File: src/hw/rtl/falling_fluid_grid_step_unit_defines.svh
// Assertion helpers for the grid step unit
`ifndef FALLING_FLUID_GRID_STEP_UNIT_DEFINES_SVH
`define FALLING_FLUID_GRID_STEP_UNIT_DEFINES_SVH

// same-cycle implication
`define FFGS_ASSERT_IMP(lbl, clk, rst_n, ante, cons, msg) \
    lbl: assert property (@(posedge clk) disable iff (!(rst_n)) (ante) |-> (cons)) \
        else $error(msg);

// next-cycle implication
`define FFGS_ASSERT_NXT(lbl, clk, rst_n, ante, cons, msg) \
    lbl: assert property (@(posedge clk) disable iff (!(rst_n)) (ante) |=> (cons)) \
        else $error(msg);

`endif

File: src/hw/rtl/ffgs_pkg.sv
package ffgs_pkg;

    localparam int GRID_SIZE = 256;
    localparam int CW        = $clog2(GRID_SIZE);
    localparam int CELLS     = GRID_SIZE * GRID_SIZE;
    localparam int AW        = $clog2(CELLS);
    localparam int KIND_W    = 3;

    localparam logic [CW-1:0] COORD_LAST = CW'(GRID_SIZE - 1);
    localparam logic [AW-1:0] CELL_LAST  = AW'(CELLS - 1);

    localparam logic [KIND_W-1:0] KIND_EMPTY = 3'd0;
    localparam logic [KIND_W-1:0] KIND_FLUID = 3'd2;
    localparam logic [KIND_W-1:0] KIND_MAX   = 3'd4;

    typedef enum logic [1:0] {
        FUNC_WRITE = 2'd0,
        FUNC_READ  = 2'd1,
        FUNC_GEN   = 2'd2
    } t_func;

    typedef enum logic [2:0] {
        DIR_DOWN,
        DIR_DOWN_LEFT,
        DIR_DOWN_RIGHT,
        DIR_RIGHT,
        DIR_LEFT
    } t_dir;

    typedef struct packed {
        logic          ok;
        logic [AW-1:0] addr;
    } t_tgt;

    function automatic logic [AW-1:0] cell_addr(input logic [CW-1:0] row,
                                                input logic [CW-1:0] col);
        return AW'(row) * AW'(GRID_SIZE) + AW'(col);
    endfunction

    function automatic t_dir next_dir(input t_dir d);
        t_dir n;
        case (d)
            DIR_DOWN:       n = DIR_DOWN_LEFT;
            DIR_DOWN_LEFT:  n = DIR_DOWN_RIGHT;
            DIR_DOWN_RIGHT: n = DIR_RIGHT;
            DIR_RIGHT:      n = DIR_LEFT;
            default:        n = DIR_LEFT;
        endcase
        return n;
    endfunction

endpackage

File: src/hw/rtl/ffgs_tgt.sv
module ffgs_tgt (
    input  logic [ffgs_pkg::CW-1:0] i_col,
    input  logic [ffgs_pkg::CW-1:0] i_row,
    input  ffgs_pkg::t_dir          i_dir,
    output ffgs_pkg::t_tgt          o_tgt
);

    logic [ffgs_pkg::CW-1:0] tc;
    logic [ffgs_pkg::CW-1:0] tr;
    logic                    ok;
    logic                    row_last;
    logic                    col_last;
    logic                    col_first;

    assign row_last  = (i_row == ffgs_pkg::COORD_LAST);
    assign col_last  = (i_col == ffgs_pkg::COORD_LAST);
    assign col_first = (i_col == '0);

    always_comb begin
        tc = i_col;
        tr = i_row;
        ok = 1'b0;
        case (i_dir)
            ffgs_pkg::DIR_DOWN: begin
                ok = !row_last;
                tr = i_row + ffgs_pkg::CW'(1);
            end
            ffgs_pkg::DIR_DOWN_LEFT: begin
                ok = !row_last && !col_first;
                tr = i_row + ffgs_pkg::CW'(1);
                tc = i_col - ffgs_pkg::CW'(1);
            end
            ffgs_pkg::DIR_DOWN_RIGHT: begin
                ok = !row_last && !col_last;
                tr = i_row + ffgs_pkg::CW'(1);
                tc = i_col + ffgs_pkg::CW'(1);
            end
            ffgs_pkg::DIR_RIGHT: begin
                ok = !col_last;
                tc = i_col + ffgs_pkg::CW'(1);
            end
            ffgs_pkg::DIR_LEFT: begin
                ok = !col_first;
                tc = i_col - ffgs_pkg::CW'(1);
            end
            default: begin
                ok = 1'b0;
            end
        endcase
    end

    assign o_tgt.ok   = ok;
    assign o_tgt.addr = ffgs_pkg::cell_addr(tr, tc);

endmodule
File: config.mk
export PLATFORM = sky130hd
export DESIGN_NAME = ffgs_tgt
export DESIGN_NICKNAME = d
export VERILOG_FILES = /design/src/hw/rtl/falling_fluid_grid_step_unit_defines.svh /design/src/hw/rtl/ffgs_pkg.sv /design/src/hw/rtl/ffgs_tgt.sv
export SDC_FILE = /design/constraint.sdc
export NUM_CORES = 1
export LEC_CHECK = 0
export BUFFER_PORTS_ARGS = -buffer_cell sky130_fd_sc_hd__buf_2
export CAP_MARGIN = 5
export CORE_MARGIN = 8
export CORE_UTILIZATION = 30
export DETAILED_ROUTE_END_ITERATION = 12
export PLACE_DENSITY = 0.64
export SLEW_MARGIN = 10
export SYNTH_ARGS = -nofsm -noshare
export SYNTH_HDL_FRONTEND = slang
export SYNTH_SLANG_ARGS = --single-unit
File: constraint.sdc
create_clock -name vclk -period 4.5
set_input_delay 0.225 -clock vclk [all_inputs]
set_output_delay 0.225 -clock vclk [all_outputs]
set_load 0.02 [all_outputs]
After elaboration in Yosys (flattened, before gate mapping)
Cells that the tools add are included.
{ "totals": {"reg_bits": 0, "latch_bits": 0, "ram_bits": 0, "romBits": 0, "in_bits": 19, "out_inout_bits": 17, "n_memories": 0} }
{ "op_classes": {"addsub": 4, "mul": 0, "div_mod_pow": 0, "magnitude_cmp": 0, "n_eq_ne": 6, "n_shift": 0, "mux": 3, "bitwise": 0, "n_reduce_logical": 10} }
{ "op_table": {"columns": ["operator", "count"], "rows": [
  ["adder 16 x 8 -> 16 bit", 1],
  ["adder 8 x 1 -> 8 bit (second input constant)", 2],
  ["equality test 8 bit (second input constant)", 2],
  ["one-hot mux 8 bit (2 select lines)", 1],
  ["logical NOT 8 bit", 1],
  ["two-way mux 8 bit", 1],
  ["subtractor 8 x 1 -> 8 bit (second input constant)", 1],
  ["equality test 3 x 2 -> 1 bit (second input constant)", 2],
  ["one-hot mux 1 bit (5 select lines)", 1],
  ["OR reduction 2 bit", 2],
  ["equality test 3 x 1 -> 1 bit (second input constant)", 1],
  ["equality test 3 bit (second input constant)", 1],
  ["logical NOT 1 bit", 3],
  ["logical NOT 3 bit", 1],
  ["OR reduction 3 bit", 1],
  ["logical AND 1 bit", 2]
]} }

Longest topological paths before layout
{ "logic_depth": {"ltp_word": 4, "mapped_depth": 8, "depth_no_buf": 8} }

Worst setup path after synthesis
No wires, ideal clock.
{ "synth_timing": {"path_type": "input-to-output", "from": "in i_dir[2]", "to": "out o_tgt[7] in the netlist's numbering", "t_arrival_ns": 2.539, "required_time_ns": 4.275, "setup_slack_ns": 1.736, "stages": 8, "cell_sequence": "or2b_1 -> a21oi_1 -> ha_1 -> a21oi_1 -> a211oi_1 -> or4_1 -> o211ai_1 -> xor2_1"} }
{ "synth_rtl": {"columns": ["element", "line_no", "source"], "rows": [
  ["from (decl)", "ffgs_tgt.sv:4", "input ffgs_pkg::t_dir i_dir,"],
  ["to (decl)", "ffgs_tgt.sv:5", "output ffgs_pkg::t_tgt o_tgt"]
]} }

==> out/metrics.cfg <==
[power]
clockPowerShare = 0
swShare = 0.584
p_comb_frac = 1.000
p_switching_uw = 73.2
pwr-share-seq = 0
internal_power_uw = 52.1
p_per_area_nw_per_um2 = 148
power.leakage_uw = 0.000393
ir_worst_vdd_mv = 0.0770

[global_route]
use_met2 = 0.167
antenna_found_initial = 0
top_usage_layer = met2
grt_overflow = 0
grt_pass1_vias = 725
grt_max_degree = 13
grt_use_met3 = 0
grt_use_total = 0.0902
use_met1 = 0.117
grt_pass1_wl_um = 3170

[floorplanning]
ios = 36
initial_core_util = 0.324
core_area_sq_um = 1980
fp.dieW_um = 62.3
rows = 16
die-area_sq_um = 3880
fp.dieH_um = 62.3

[setup_path]
crit_path_end_kind = output port
arrival_ps = 2930
cp-start-kind = input pin
path_cells = buf_2, or2b_1, a21oi_1, ha_1, a21oi_1, a211oi_1, or4_1, o211ai_1, xor2_1, buf_2
cp_slowest_stage_delay_ps = 590
crit_type = in -> out
critPathMaxFanout = 8
critical_path_required_ps = 4280
slowest_stage = a21oi_1

[timing]
timing.fmax_ghz = 0.317
setup-violations-final = 0
tightestPinTransition_ps = 734
setup_tns_ps = 0
slew-limit-headroom = 0.511
finalCritPeriodShare = 0.702
min_period_ps = 3160
slew_viol_final = 0
rsz0062_at_grt = false
whs_ps = 752
hold_violations = 0

[flow_run]
drv_cap = 0

[layout]
seqCellArea_sq_um = 0
seq_cells = 0
drive_gt1_frac = 0.355
areaGrowthSynthToFinish_pct = 31.6
nets = 151
final_common_cell = buf_2
multiInputGateArea_sq_um = 619
fillerInstances = 214
mostFrequentLayoutCells = buf_2, a21oi_1, xnor2_1, ha_1, nand2_1
antenna_cells = 0
clkbuf_count = 0

[logic_synthesis]
synth-seq-area-share = 0
synthesis.nets = 114
synth_cell_type_count = 34
yosys_warnings = 0
syn-mean-instance-area_sq_um = 7.46
syn_area_sq_um = 642
syn_inst = 86

[run_status]
outcome = completed

[hold_path]
hold_path.class = in -> out

[placement]
place_hpwl_um = 1630
io_buffers = 36
place.gp.congestion = 0.820

[detailed_routing]
routed-via-count = 741
drt_iter0_markers = 19
routed_via_density = 5.01
drtPass1Iterations = 4
final_antenna_net_count = 0
drcViolationCount = 0
wire_per_inst_um = 12.2
routed_wl_um = 1800

[cts]
cts_setup_buffers = 0
cts.hold.buffers_added = 0
cts_resized = 0

-- worst paths after layout --
check	endpoint	from	cells past startpoint	slack, ps
hold / removal	o_tgt[15]	i_row[7]	3	750
setup / recovery	o_tgt[7]	i_dir[2]	10	1340
-- cells in the mapped netlist, types with 2 or more instances --
cell / n / area, sq um
nand3_1: 2 / 10.0
ha_1: 8 / 100
nor4_1: 2 / 12.5
xnor2_1: 8 / 70.1
o21ai_0: 3 / 15.0
nor2b_1: 3 / 18.8
nand4_1: 5 / 31.3
nand2b_1: 2 / 12.5
xor2_1: 6 / 52.6
mux2_2: 5 / 56.3
a21oi_1: 9 / 45.0
nor2_1: 5 / 18.8
nand2_1: 7 / 26.3
-- final cells by class --
| type | instances | share of cell area |
|---|---|---|
| Timing Repair Buffer | 37 | 0.222 |
| Tap cell | 27 | 0.0400 |
| Inverter | 1 | 0.00444 |
| Multi-Input combinational cell | 83 | 0.733 |
-- power groups by stage --
stage	logic, uW	clock network (uW)	registers, uW
after floorplan	85.1	0	0
after global placement	125	0	0
after detailed placement	127	0	0
after CTS	127	0	0
after global routing	139	0	0
final	125	0	0
-- layer usage --
layer,up-vias,routed length (um)
met4,0,20
li1,391,-
met5,-,0
met3,2,13
met2,11,958
met1,337,811
-- critical path: cells and delay by family --
| family | cells | cell delay (ps) |
|---|---|---|
| AOI/OAI and AO/OA | 4 | 1070 |
| and+or+nand+nor | 2 | 750 |
| adders and majority gates | 1 | 400 |
| buffers and inverters | 2 | 330 |
| xor gates and xnor gates | 1 | 150 |
-- stage by stage --
| step | setup WS (ps) | instances | total power (uW) | area, sq um | util |
|---|---|---|---|---|---|
| after floorplan | 1740 | 86 | 85.1 | 642 | - |
| after global placement | 1440 | 148 | 125 | 845 | 0.426 |
| after detailed placement | 1340 | 148 | 127 | 845 | 0.426 |
| after CTS | 1340 | 148 | 127 | 845 | 0.426 |
| after global routing | 1110 | 148 | 139 | 845 | 0.426 |
| final | 1340 | 148 | 125 | 845 | 0.426 |
-- cells by family (layout without fill, tap and decap cells) --
family	count (synthesis)	count (layout)	share of synthesized area
AO/OA/AOI/OAI	19	19	0.185
XOR/XNOR	14	14	0.191
adder cells (fa/ha/maj)	9	9	0.187
buffers and inverters	3	38	0.0351
multiplexers	5	5	0.0877
AND/OR/NAND/NOR	36	36	0.314
No activity file was read; power rests on OpenSTA's default activity.
